File: src/rtl/ftach_pkg.sv
// Shared constants, types and register indexes for the fan tachometer monitor.
package ftach_pkg;

  localparam int CHANNELS      = 3;
  localparam int HISTORY_DEPTH = 10;

  localparam int CH_W    = (CHANNELS > 1) ? $clog2(CHANNELS) : 1;
  localparam int HIST_W  = $clog2(HISTORY_DEPTH);
  localparam int CNT_W   = $clog2(HISTORY_DEPTH + 1);
  localparam int HMEM_DEPTH = CHANNELS * HISTORY_DEPTH;
  localparam int HADDR_W = $clog2(HMEM_DEPTH);

  localparam int RUN_W   = 8;
  localparam int COUNT_W = 16;
  localparam int RPM_W   = 16;
  localparam int THR_W   = 8;
  localparam int WIN_W   = 16;

  localparam int CFG_IDX_W  = 2;
  localparam int CFG_DATA_W = 16;

  localparam int RPM_SCALE = 60;
  localparam int SCALE_W   = 6;
  localparam int SUM_W     = COUNT_W + CNT_W;
  localparam int PROD_W    = SUM_W + SCALE_W;

  localparam logic [CFG_IDX_W-1:0] REG_THRESHOLD = CFG_IDX_W'(0);
  localparam logic [CFG_IDX_W-1:0] REG_WINDOW    = CFG_IDX_W'(1);

  localparam logic [THR_W-1:0] THRESHOLD_RESET = THR_W'(4);
  localparam logic [WIN_W-1:0] WINDOW_RESET    = WIN_W'(2000);

  typedef struct packed {
    logic               awaiting_high;
    logic [RUN_W-1:0]   run_length;
    logic [COUNT_W-1:0] pulse_count;
  } qual_t;

  typedef struct packed {
    logic              start;
    logic [PROD_W-1:0] dividend;
    logic [CNT_W-1:0]  divisor;
  } div_req_t;

  typedef struct packed {
    logic             busy;
    logic             done;
    logic [RPM_W-1:0] quotient;
  } div_rsp_t;

endpackage

File: src/rtl/ftach_if.sv
// Valid/ready channel interfaces for tach samples and speed results.
interface ftach_sample_if;
  logic valid;
  logic ready;
  logic tach_level_0;
  logic tach_level_1;
  logic tach_level_2;

  modport source (output valid, output tach_level_0, output tach_level_1,
                  output tach_level_2, input ready);
  modport sink (input valid, input tach_level_0, input tach_level_1,
                input tach_level_2, output ready);
endinterface

interface ftach_result_if;
  logic                        valid;
  logic                        ready;
  logic [ftach_pkg::RPM_W-1:0] rpm_0;
  logic [ftach_pkg::RPM_W-1:0] rpm_1;
  logic [ftach_pkg::RPM_W-1:0] rpm_2;

  modport source (output valid, output rpm_0, output rpm_1, output rpm_2, input ready);
  modport sink (input valid, input rpm_0, input rpm_1, input rpm_2, output ready);
endinterface

File: src/rtl/ftach_div.sv
// Bit-serial saturating divider of the scaled pulse sum by the entry count.
module ftach_div (
  input  logic                clk_i,
  input  logic                rst_ni,
  input  ftach_pkg::div_req_t req_i,
  output ftach_pkg::div_rsp_t rsp_o
);

  localparam int HI_W   = ftach_pkg::PROD_W - ftach_pkg::RPM_W;
  localparam int STEP_W = $clog2(ftach_pkg::RPM_W);

  localparam logic S_IDLE = 1'b0;
  localparam logic S_RUN  = 1'b1;

  logic                          state_q;
  logic                          done_q;
  logic [STEP_W-1:0]             step_q;
  logic [ftach_pkg::CNT_W-1:0]   rem_q;
  logic [ftach_pkg::CNT_W-1:0]   div_q;
  logic [ftach_pkg::RPM_W-1:0]   quo_q;
  logic [ftach_pkg::CNT_W:0]     trial;
  logic                          fits;
  logic                          sat;

  assign trial = {rem_q, quo_q[ftach_pkg::RPM_W-1]};
  assign fits  = trial >= {1'b0, div_q};
  assign sat   = req_i.dividend[ftach_pkg::PROD_W-1:ftach_pkg::RPM_W] >= HI_W'(req_i.divisor);

  always_ff @(posedge clk_i or negedge rst_ni) begin
    if (!rst_ni) begin
      state_q <= S_IDLE;
      done_q  <= 1'b0;
      step_q  <= '0;
    end else begin
      done_q <= 1'b0;
      case (state_q)
        S_IDLE: begin
          if (req_i.start) begin
            if (sat) begin
              done_q <= 1'b1;
            end else begin
              state_q <= S_RUN;
              step_q  <= '0;
            end
          end
        end
        S_RUN: begin
          step_q <= step_q + STEP_W'(1);
          if (step_q == STEP_W'(ftach_pkg::RPM_W - 1)) begin
            state_q <= S_IDLE;
            done_q  <= 1'b1;
          end
        end
        default: state_q <= S_IDLE;
      endcase
    end
  end

  always_ff @(posedge clk_i) begin
    if (state_q == S_IDLE && req_i.start) begin
      div_q <= req_i.divisor;
      if (sat) begin
        quo_q <= '1;
      end else begin
        rem_q <= req_i.dividend[ftach_pkg::RPM_W +: ftach_pkg::CNT_W];
        quo_q <= req_i.dividend[ftach_pkg::RPM_W-1:0];
      end
    end else if (state_q == S_RUN) begin
      rem_q <= fits ? ftach_pkg::CNT_W'(trial - {1'b0, div_q})
                    : trial[ftach_pkg::CNT_W-1:0];
      quo_q <= {quo_q[ftach_pkg::RPM_W-2:0], fits};
    end
  end

  assign rsp_o.busy     = (state_q == S_RUN);
  assign rsp_o.done     = done_q;
  assign rsp_o.quotient = quo_q;

endmodule

File: src/rtl/fan_tach_rpm_monitor_core.sv
// Fan tachometer monitor: debounced pulse counting per channel and windowed average speed.
// A sample item that does not end a window makes one qualifier memory read-modify-write per
// channel. A window-ending item then also waits on the single history memory read port and
// the 16-step shared divider for each channel.
// Reset clears counters, qualifier valid bits and the history fill count; no clearing pass.
module fan_tach_rpm_monitor_core (
  input  logic                             clk_i,
  input  logic                             rst_ni,
  ftach_sample_if.sink                     sample_i,
  ftach_result_if.source                   result_o,
  input  logic                             cfg_we_i,
  input  logic [ftach_pkg::CFG_IDX_W-1:0]  cfg_idx_i,
  input  logic [ftach_pkg::CFG_DATA_W-1:0] cfg_data_i
);

  localparam int CHN = ftach_pkg::CHANNELS;
  localparam int HD  = ftach_pkg::HISTORY_DEPTH;
  localparam int CHW = ftach_pkg::CH_W;
  localparam int HW  = ftach_pkg::HIST_W;
  localparam int CW  = ftach_pkg::CNT_W;
  localparam int AW  = ftach_pkg::HADDR_W;

  localparam logic [2:0] S_IDLE   = 3'd0;
  localparam logic [2:0] S_QUAL   = 3'd1;
  localparam logic [2:0] S_SCAN   = 3'd2;
  localparam logic [2:0] S_MUL    = 3'd3;
  localparam logic [2:0] S_DSTART = 3'd4;
  localparam logic [2:0] S_DWAIT  = 3'd5;
  localparam logic [2:0] S_OUT    = 3'd6;

  function automatic ftach_pkg::qual_t qualify(ftach_pkg::qual_t s, logic level,
                                               logic [ftach_pkg::THR_W-1:0] thr);
    ftach_pkg::qual_t r;
    r = s;
    if (level != s.awaiting_high) begin
      r.run_length = '0;
    end else begin
      if (s.run_length != '1) begin
        r.run_length = s.run_length + ftach_pkg::RUN_W'(1);
      end
      if (r.run_length > thr) begin
        r.run_length = '0;
        if (s.awaiting_high) begin
          if (s.pulse_count != '1) begin
            r.pulse_count = s.pulse_count + ftach_pkg::COUNT_W'(1);
          end
          r.awaiting_high = 1'b0;
        end else begin
          r.awaiting_high = 1'b1;
        end
      end
    end
    return r;
  endfunction

  logic [2:0]                          state_q, state_d;
  logic [CHW-1:0]                      ch_q, ch_d;
  logic [ftach_pkg::WIN_W-1:0]         tick_q, tick_d;
  logic [ftach_pkg::THR_W-1:0]         thr_q;
  logic [ftach_pkg::WIN_W-1:0]         win_q;
  logic [CHN-1:0]                      lvl_q, lvl_d;
  logic                                win_end_q, win_end_d;
  logic [HW-1:0]                       head_q, head_d;
  logic [CW-1:0]                       fill_q, fill_d;
  logic [CHN-1:0]                      qvalid_q, qvalid_d;
  logic [CW-1:0]                       stp_q, stp_d;
  logic [ftach_pkg::SUM_W-1:0]         sum_q, sum_d;
  logic [CW-1:0]                       n_q, n_d;
  logic                                zlast_q, zlast_d;
  logic [ftach_pkg::PROD_W-1:0]        prod_q, prod_d;
  logic [CHN-1:0][ftach_pkg::RPM_W-1:0] rpm_q, rpm_d;
  logic [CHN-1:0][ftach_pkg::RPM_W-1:0] out_rpm_q, out_rpm_d;
  logic                                out_valid_q, out_valid_d;

  ftach_pkg::qual_t                    qmem [CHN];
  ftach_pkg::qual_t                    qrd_q;
  ftach_pkg::qual_t                    qcur;
  ftach_pkg::qual_t                    qnew;
  ftach_pkg::qual_t                    qwdata;
  logic                                q_we;
  logic                                q_re;
  logic [CHW-1:0]                      q_ra;

  logic [ftach_pkg::COUNT_W-1:0]       hmem [ftach_pkg::HMEM_DEPTH];
  logic [ftach_pkg::COUNT_W-1:0]       hrd_q;
  logic [ftach_pkg::COUNT_W-1:0]       hv;
  logic                                h_we;
  logic                                h_re;
  logic [AW-1:0]                       h_base;
  logic [AW-1:0]                       h_wa;
  logic [AW-1:0]                       h_ra;
  logic [HW:0]                         h_phys_sum;
  logic [HW-1:0]                       h_phys;
  logic [CW-1:0]                       h_pos;

  logic [CHN-1:0]                      levels;
  logic [ftach_pkg::WIN_W:0]           tick_next;
  logic                                last_ch;

  ftach_pkg::div_req_t                 div_req;
  ftach_pkg::div_rsp_t                 div_rsp;

  ftach_div u_div (
    .clk_i  (clk_i),
    .rst_ni (rst_ni),
    .req_i  (div_req),
    .rsp_o  (div_rsp)
  );

  assign levels    = {sample_i.tach_level_2, sample_i.tach_level_1, sample_i.tach_level_0};
  assign tick_next = {1'b0, tick_q} + (ftach_pkg::WIN_W + 1)'(1);
  assign last_ch   = (ch_q == CHW'(CHN - 1));

  assign qcur   = qvalid_q[ch_q] ? qrd_q : '0;
  assign qnew   = qualify(qcur, lvl_q[ch_q], thr_q);

  always_comb begin
    qwdata = qnew;
    if (win_end_q) begin
      qwdata.pulse_count = '0;
    end
  end

  assign h_base     = AW'(ch_q) * AW'(HD);
  assign h_wa       = h_base + AW'(head_q);
  assign h_phys_sum = {1'b0, head_q} + {1'b0, stp_q[HW-1:0]};
  assign h_phys     = (h_phys_sum >= (HW + 1)'(HD)) ? HW'(h_phys_sum - (HW + 1)'(HD))
                                                     : h_phys_sum[HW-1:0];
  assign h_ra       = h_base + AW'(h_phys);
  assign h_pos      = stp_q - CW'(1);
  assign hv         = (h_pos >= CW'(HD) - fill_q) ? hrd_q : '0;

  always_comb begin
    state_d          = state_q;
    ch_d             = ch_q;
    tick_d           = tick_q;
    lvl_d            = lvl_q;
    win_end_d        = win_end_q;
    head_d           = head_q;
    fill_d           = fill_q;
    qvalid_d         = qvalid_q;
    stp_d            = stp_q;
    sum_d            = sum_q;
    n_d              = n_q;
    zlast_d          = zlast_q;
    prod_d           = prod_q;
    rpm_d            = rpm_q;
    out_rpm_d        = out_rpm_q;
    out_valid_d      = out_valid_q;
    q_we             = 1'b0;
    q_re             = 1'b0;
    q_ra             = '0;
    h_we             = 1'b0;
    h_re             = 1'b0;
    div_req.start    = 1'b0;
    div_req.dividend = prod_q;
    div_req.divisor  = n_q;

    if (out_valid_q && result_o.ready) begin
      out_valid_d = 1'b0;
    end

    case (state_q)
      S_IDLE: begin
        if (sample_i.valid) begin
          lvl_d     = levels;
          win_end_d = tick_next >= {1'b0, win_q};
          ch_d      = '0;
          q_re      = 1'b1;
          state_d   = S_QUAL;
        end
      end
      S_QUAL: begin
        q_we           = 1'b1;
        qvalid_d[ch_q] = 1'b1;
        h_we           = win_end_q;
        if (!last_ch) begin
          q_re = 1'b1;
          q_ra = ch_q + CHW'(1);
          ch_d = ch_q + CHW'(1);
        end else begin
          ch_d   = '0;
          tick_d = win_end_q ? '0 : tick_next[ftach_pkg::WIN_W-1:0];
          if (win_end_q) begin
            head_d  = (head_q == HW'(HD - 1)) ? '0 : head_q + HW'(1);
            fill_d  = (fill_q == CW'(HD)) ? fill_q : fill_q + CW'(1);
            stp_d   = '0;
            sum_d   = '0;
            n_d     = '0;
            state_d = S_SCAN;
          end else begin
            state_d = S_IDLE;
          end
        end
      end
      S_SCAN: begin
        h_re  = (stp_q < CW'(HD));
        stp_d = stp_q + CW'(1);
        if (stp_q != '0) begin
          if (hv != '0 || n_q != '0) begin
            n_d   = n_q + CW'(1);
            sum_d = sum_q + ftach_pkg::SUM_W'(hv);
          end
          if (stp_q == CW'(HD - 1)) begin
            zlast_d = (hv == '0);
          end
        end
        if (stp_q == CW'(HD)) begin
          if (zlast_q && hv == '0) begin
            rpm_d[ch_q] = '0;
            if (last_ch) begin
              state_d = S_OUT;
            end else begin
              ch_d    = ch_q + CHW'(1);
              stp_d   = '0;
              sum_d   = '0;
              n_d     = '0;
              state_d = S_SCAN;
            end
          end else begin
            state_d = S_MUL;
          end
        end
      end
      S_MUL: begin
        prod_d  = ftach_pkg::PROD_W'(sum_q) * ftach_pkg::PROD_W'(ftach_pkg::RPM_SCALE);
        state_d = S_DSTART;
      end
      S_DSTART: begin
        div_req.start = 1'b1;
        state_d       = S_DWAIT;
      end
      S_DWAIT: begin
        if (div_rsp.done) begin
          rpm_d[ch_q] = div_rsp.quotient;
          if (last_ch) begin
            state_d = S_OUT;
          end else begin
            ch_d    = ch_q + CHW'(1);
            stp_d   = '0;
            sum_d   = '0;
            n_d     = '0;
            state_d = S_SCAN;
          end
        end
      end
      S_OUT: begin
        if (!out_valid_q || result_o.ready) begin
          out_rpm_d   = rpm_q;
          out_valid_d = 1'b1;
          ch_d        = '0;
          state_d     = S_IDLE;
        end
      end
      default: state_d = S_IDLE;
    endcase
  end

  always_ff @(posedge clk_i or negedge rst_ni) begin
    if (!rst_ni) begin
      state_q     <= S_IDLE;
      ch_q        <= '0;
      tick_q      <= '0;
      head_q      <= '0;
      fill_q      <= '0;
      qvalid_q    <= '0;
      out_valid_q <= 1'b0;
      win_end_q   <= 1'b0;
      thr_q       <= ftach_pkg::THRESHOLD_RESET;
      win_q       <= ftach_pkg::WINDOW_RESET;
    end else begin
      state_q     <= state_d;
      ch_q        <= ch_d;
      tick_q      <= tick_d;
      head_q      <= head_d;
      fill_q      <= fill_d;
      qvalid_q    <= qvalid_d;
      out_valid_q <= out_valid_d;
      win_end_q   <= win_end_d;
      if (cfg_we_i) begin
        case (cfg_idx_i)
          ftach_pkg::REG_THRESHOLD: thr_q <= cfg_data_i[ftach_pkg::THR_W-1:0];
          ftach_pkg::REG_WINDOW:    win_q <= cfg_data_i[ftach_pkg::WIN_W-1:0];
          default: ;
        endcase
      end
    end
  end

  always_ff @(posedge clk_i) begin
    lvl_q     <= lvl_d;
    stp_q     <= stp_d;
    sum_q     <= sum_d;
    n_q       <= n_d;
    zlast_q   <= zlast_d;
    prod_q    <= prod_d;
    rpm_q     <= rpm_d;
    out_rpm_q <= out_rpm_d;
  end

  always_ff @(posedge clk_i) begin
    if (q_we) begin
      qmem[ch_q] <= qwdata;
    end
    if (q_re) begin
      qrd_q <= qmem[q_ra];
    end
  end

  always_ff @(posedge clk_i) begin
    if (h_we) begin
      hmem[h_wa] <= qnew.pulse_count;
    end
    if (h_re) begin
      hrd_q <= hmem[h_ra];
    end
  end

  assign sample_i.ready  = (state_q == S_IDLE);
  assign result_o.valid  = out_valid_q;
  assign result_o.rpm_0  = out_rpm_q[0];
  assign result_o.rpm_1  = out_rpm_q[1];
  assign result_o.rpm_2  = out_rpm_q[2];

`ifndef SYNTHESIS
  a_result_from_out: assert property (@(posedge clk_i) disable iff (!rst_ni)
    $rose(out_valid_q) |-> $past(state_q == S_OUT))
    else $error("Result became valid outside the output state.");

  a_div_start_idle: assert property (@(posedge clk_i) disable iff (!rst_ni)
    div_req.start |-> !div_rsp.busy)
    else $error("Divider started while busy.");

  a_div_done_waited: assert property (@(posedge clk_i) disable iff (!rst_ni)
    div_rsp.done |-> state_q == S_DWAIT)
    else $error("Divider finished while no channel was waiting for it.");

  a_fill_bound: assert property (@(posedge clk_i) disable iff (!rst_ni)
    fill_q <= CW'(HD))
    else $error("History fill count exceeds the history depth.");

  a_accept_starts_pass: assert property (@(posedge clk_i) disable iff (!rst_ni)
    sample_i.valid && sample_i.ready |=> state_q == S_QUAL && ch_q == '0)
    else $error("Accepted item did not start the qualifier pass.");
`endif

endmodule

File: src/flat_wrapper.sv
// flat-port wrapper written by rule: the top's interface ports become plain ports
module fan_tach_rpm_monitor_core_flat 
  (clk_i, rst_ni, cfg_we_i, cfg_idx_i, cfg_data_i, sample_i_valid, sample_i_tach_level_0, sample_i_tach_level_1, sample_i_tach_level_2, sample_i_ready, result_o_valid, result_o_rpm_0, result_o_rpm_1, result_o_rpm_2, result_o_ready);
  ftach_sample_if sample_i_i ();
  ftach_result_if result_o_i ();
  input  logic clk_i;
  input  logic rst_ni;
  input  logic cfg_we_i;
  input  logic [ftach_pkg::CFG_IDX_W-1:0] cfg_idx_i;
  input  logic [ftach_pkg::CFG_DATA_W-1:0] cfg_data_i;
  input wire logic [$bits(sample_i_i.valid)-1:0] sample_i_valid;
  input wire logic [$bits(sample_i_i.tach_level_0)-1:0] sample_i_tach_level_0;
  input wire logic [$bits(sample_i_i.tach_level_1)-1:0] sample_i_tach_level_1;
  input wire logic [$bits(sample_i_i.tach_level_2)-1:0] sample_i_tach_level_2;
  output wire logic [$bits(sample_i_i.ready)-1:0] sample_i_ready;
  output wire logic [$bits(result_o_i.valid)-1:0] result_o_valid;
  output wire logic [$bits(result_o_i.rpm_0)-1:0] result_o_rpm_0;
  output wire logic [$bits(result_o_i.rpm_1)-1:0] result_o_rpm_1;
  output wire logic [$bits(result_o_i.rpm_2)-1:0] result_o_rpm_2;
  input wire logic [$bits(result_o_i.ready)-1:0] result_o_ready;
  assign sample_i_i.valid = sample_i_valid;
  assign sample_i_i.tach_level_0 = sample_i_tach_level_0;
  assign sample_i_i.tach_level_1 = sample_i_tach_level_1;
  assign sample_i_i.tach_level_2 = sample_i_tach_level_2;
  assign sample_i_ready = sample_i_i.ready;
  assign result_o_valid = result_o_i.valid;
  assign result_o_rpm_0 = result_o_i.rpm_0;
  assign result_o_rpm_1 = result_o_i.rpm_1;
  assign result_o_rpm_2 = result_o_i.rpm_2;
  assign result_o_i.ready = result_o_ready;
  fan_tach_rpm_monitor_core u_core (.clk_i(clk_i), .rst_ni(rst_ni), .sample_i(sample_i_i), .result_o(result_o_i), .cfg_we_i(cfg_we_i), .cfg_idx_i(cfg_idx_i), .cfg_data_i(cfg_data_i));
endmodule
File: config.mk
export PLATFORM = sky130hd
export DESIGN_NAME = fan_tach_rpm_monitor_core_flat
export DESIGN_NICKNAME = d
export VERILOG_FILES = /design/src/rtl/ftach_pkg.sv /design/src/rtl/ftach_if.sv /design/src/rtl/ftach_div.sv /design/src/rtl/fan_tach_rpm_monitor_core.sv /design/src/flat_wrapper.sv
export SDC_FILE = /design/constraint.sdc
export NUM_CORES = 1
export LEC_CHECK = 0
export BUFFER_PORTS_ARGS = -buffer_cell sky130_fd_sc_hd__buf_2
export CAP_MARGIN = 40
export CORE_UTILIZATION = 55
export CTS_CLUSTER_DIAMETER = 200
export DETAILED_ROUTE_END_ITERATION = 7
export PLACE_DENSITY = 0.76
export SLEW_MARGIN = 20
export SYNTH_ARGS = -nofsm -noshare
export SYNTH_HDL_FRONTEND = slang
export SYNTH_SLANG_ARGS = --single-unit
File: constraint.sdc
create_clock -name clk_i -period 5.6 [get_ports clk_i]
set_input_delay 0.28 -clock clk_i [delete_from_list [all_inputs] [get_ports clk_i]]
set_output_delay 0.28 -clock clk_i [all_outputs]
set_load 0.05 [all_outputs]
==> summary.txt <==
Global route
  • Largest net degree at the start of global routing: 65
  • Global route overflow: 0
  • Gr usage total: 0.249
  • Via count of the first global-routing pass: 21800
  • First-pass GRT wire length: 129000 um
  • Antenna violations before repair: 0

Drt
  • DR WL/cell: 24.3 um
  • Iter 0 DRT Violations: approximately 2100
  • Residual DRC: 0
  • Detailed-route via count: 21800
  • Drt first pass iters: 7
  • Final ANT Viol Nets: 0
  • Via density: 6.20
  • Drt total wl: approximately 85000 um

Setup path
  • CP bufs+invs: 3
  • Worst Path Required: 6.10 ns
  • CP peak stage delay: 0.61 ns
  • Cell family with most CP delay: compound AO/OA/AOI/OAI gates
  • CP Max Fanout: 17
  • Slowest stage cell, crit path: a21oi_2
  • CP Launch Type: register
  • Worst setup EP type: register
  • Crit-path cells: and2b_1 -> o2bb2ai_2 -> and2_1 -> ha_1 -> inv_1 -> nor2_1 -> nand4_1 -> nand4_1 -> xor2_1 -> nor2_1 -> ha_1 -> nand3_1 -> o221ai_1 -> o211ai_2 -> buf_6 -> a2111oi_4 -> nand3_1 -> a21oi_2 -> buf_6
  • Crit Path Class: reg2reg
  • Crit path DAT: 5.56 ns

Logic synthesis
  • Mapped Nets: around 2600
  • Area of the mapped netlist: 37500 um2
  • Synth cell count leaders: 772 x edfxtp_1, 189 x nand2_1, 144 x mux4_2, 142 x nor2_1, 117 x o21ai_0
  • Synth async-reset ratio: 0.0766
  • Top-area cell type share of the netlist area: 0.618
  • Syn Inst Count: 2403
  • Seq/Total Area, Yosys: 0.661
  • Predominant post-synthesis flop cell: edfxtp_1
  • Largest cells by area after synthesis: edfxtp_1 62%, mux4_2 8.7%, dfrtp_1 3.8%
  • Leading cell type by number of instances after synthesis: edfxtp_1
  • Post-synth EDFFs: 772
  • Yosys reg bits: 836
  • Post-synth cell types: 75
  • Yosys synthesis warning count: 0
  • Syn avg cell area: 15.6 um2
  • Synth area leader: edfxtp_1

Power
  • Max IR drop VDD: 0.328 mV
  • Total Power: 12500 uW
  • Lkg Pwr: approximately 0.014 uW
  • PD cells: roughly 290 nW/um2

CTS
  • Clk slew on worst S/H paths: 0.06 ns
  • CTS Buf Count: 83
  • Skew-Pair Late Insertion Delay: 0.67 ns
  • CTS tree: built
  • CTS Buffer Depth: 3
  • H-tree depth: 3
  • CTS root buffer: clkbuf_16
  • Clock Sinks: roughly 840

Timing
  • Worst clock skew: 0.0486 ns
  • Period utilization: 0.902
  • Slew Viols, Final: 0
  • Final hold vios: 0
  • Slew @ Worst Pin: 0.875 ns
  • RSZ-0062 raised after global routing: false
  • Setup-failing EPs final: 0
  • Hold Worst Slack: 0.0740 ns
  • Final worst path period need: 5.05 ns
  • Fin Setup TNS: 0 ns
  • Achievable Freq: 198 MHz
  • Worst slew margin relative to its limit: 0.414

Floorplan
  • Area of the die: 69200 um2
  • DIE HEIGHT: 263 um
  • Ports: 76
  • Core area: between 60000 and 70000 um2
  • Die width: 263 um
  • Row count: between 90 and 100
  • Starting Density: 0.557

Finish
  • # diodes: 0
  • Finished Cell Area: about 42000 um2
  • Fin nets: between 2000 and 3000
  • Fillers: between 4000 and 5000
  • Final Instance Count excl. Fillers: 3507
  • Share of cells above drive strength 1: 0.200
  • Syn-to-layout area delta: 13.2%

Outcome
  • Outcome: completed

Place
  • GP Congestion: 0.878
  • Placed cells: 3319
  • Port buffer count: 75
  • Placed cell areas: 39300 um2
  • DP Wirelength: 51000 um

Hold path
  • Hold Crit Class: in2reg

Job
  • Max_cap viols: 0
## layout make-up
class	count	area, um2	area share
clock inverters	50	559	0.0132
inverters	72	270	0.00637
clock buffers	104	2160	0.0508
flip-flops and latches	836	24800	0.584
multi-input cells	1390	12100	0.285
repair buffers	182	1460	0.0343
well taps	873	1090	0.0257
## logic make-up after synthesis
kind of cell | count (synthesis) | share of synthesized area
adder cells (fa/ha/maj) | 150 | 0.0585
XOR/XNOR | 85 | 0.0199
AND/OR/NAND/NOR | 584 | 0.0731
AO/OA/AOI/OAI | 333 | 0.0544
multiplexers | 238 | 0.113
buffers and inverters | 177 | 0.0194
flip-flops | 836 | 0.661
## through the flow
| step | utilization | worst slack [ns] |
|---|---|---|
| after global placement | 0.582 | 0.496 |
| after floorplan | - | 0.467 |
| after CTS | 0.628 | 0.339 |
| after global routing | 0.631 | 0.183 |
| final | 0.631 | 0.548 |
| after detailed placement | 0.585 | 0.365 |
## placed cells by master, fill, tap and decap left out, types with 75 or more instances in the layout
cell type,instances
edfxtp_1,772
ha_1,106
o21ai_0,116
clkbuf_16,83
a21oi_1,95
buf_2,75
mux4_2,144
nand2_1,189
nor2_1,133
nand3_1,89
## tightest hold or removal path, stage by stage
cell     delay (ns)
buf_2          0.08
nor3b_1        0.04
buf_4          0.17
nand2_1        0.07
o21ai_0        0.07
## where the power goes
| part | switching (uW) | total, uW | internal (uW) | leakage, uW |
|---|---|---|---|---|
| logic | 67.9 | 132 | 63.9 | 0.00580 |
| clock network | 2420 | 5560 | 3140 | 0.00131 |
| registers | 16.8 | 6780 | 6760 | 0.00640 |
## routing by layer
metal	GRT usage	up-vias	wire length (um)
met2	0.417	1093	42500
met4	0.103	0	3540
met1	0.325	10900	32300
li1	-	9554	-
met3	0.0412	229	7060
met5	0	-	0
## sequential cells by signal, summed over array words and instances, names as in the netlist, 8 cells and up
| signal | cells |
|---|---|
| u_core.win_q | 16 |
| u_core.thr_q | 8 |
| u_core.result_o.rpm_1 | 16 |
| u_core.result_o.rpm_2 | 16 |
| u_core.tick_q | 16 |
| u_core.hrd_q | 16 |
| u_core.result_o.rpm_0 | 16 |
| u_core.prod_q | 24 |
| u_core.rpm_q | 48 |
| u_core.u_div.quo_q | 16 |
| u_core.hmem | 480 |
| u_core.qrd_q | 25 |
| u_core.qmem | 75 |
| u_core.sum_q | 20 |
## timing repair
action / CTS / global route
hold endpoints to repair: 85 / 0
resized for setup: 0 / 0
hold buffers: 21 / 0
buffers inserted: 0 / 0
## final timing paths
path	slack (ns)	start	depth (start not counted)	endpoint
worst min register to register	0.45	u_core.rpm_q[46]	0	u_core.result_o.rpm_2[14]
worst max register to register	0.55	u_core.ch_q[0]	19	u_core.hmem[10][14]
worst max-delay path	0.55	u_core.ch_q[0]	19	u_core.hmem[10][14]
min in group asynchronous	0.11	rst_ni	3	u_core.win_q[2]
worst min-delay path	0.07	cfg_idx_i[1]	5	u_core.thr_q[2]
max in group asynchronous	4.94	rst_ni	4	u_core.win_q[6]
(Power assumes the default switching activity.)
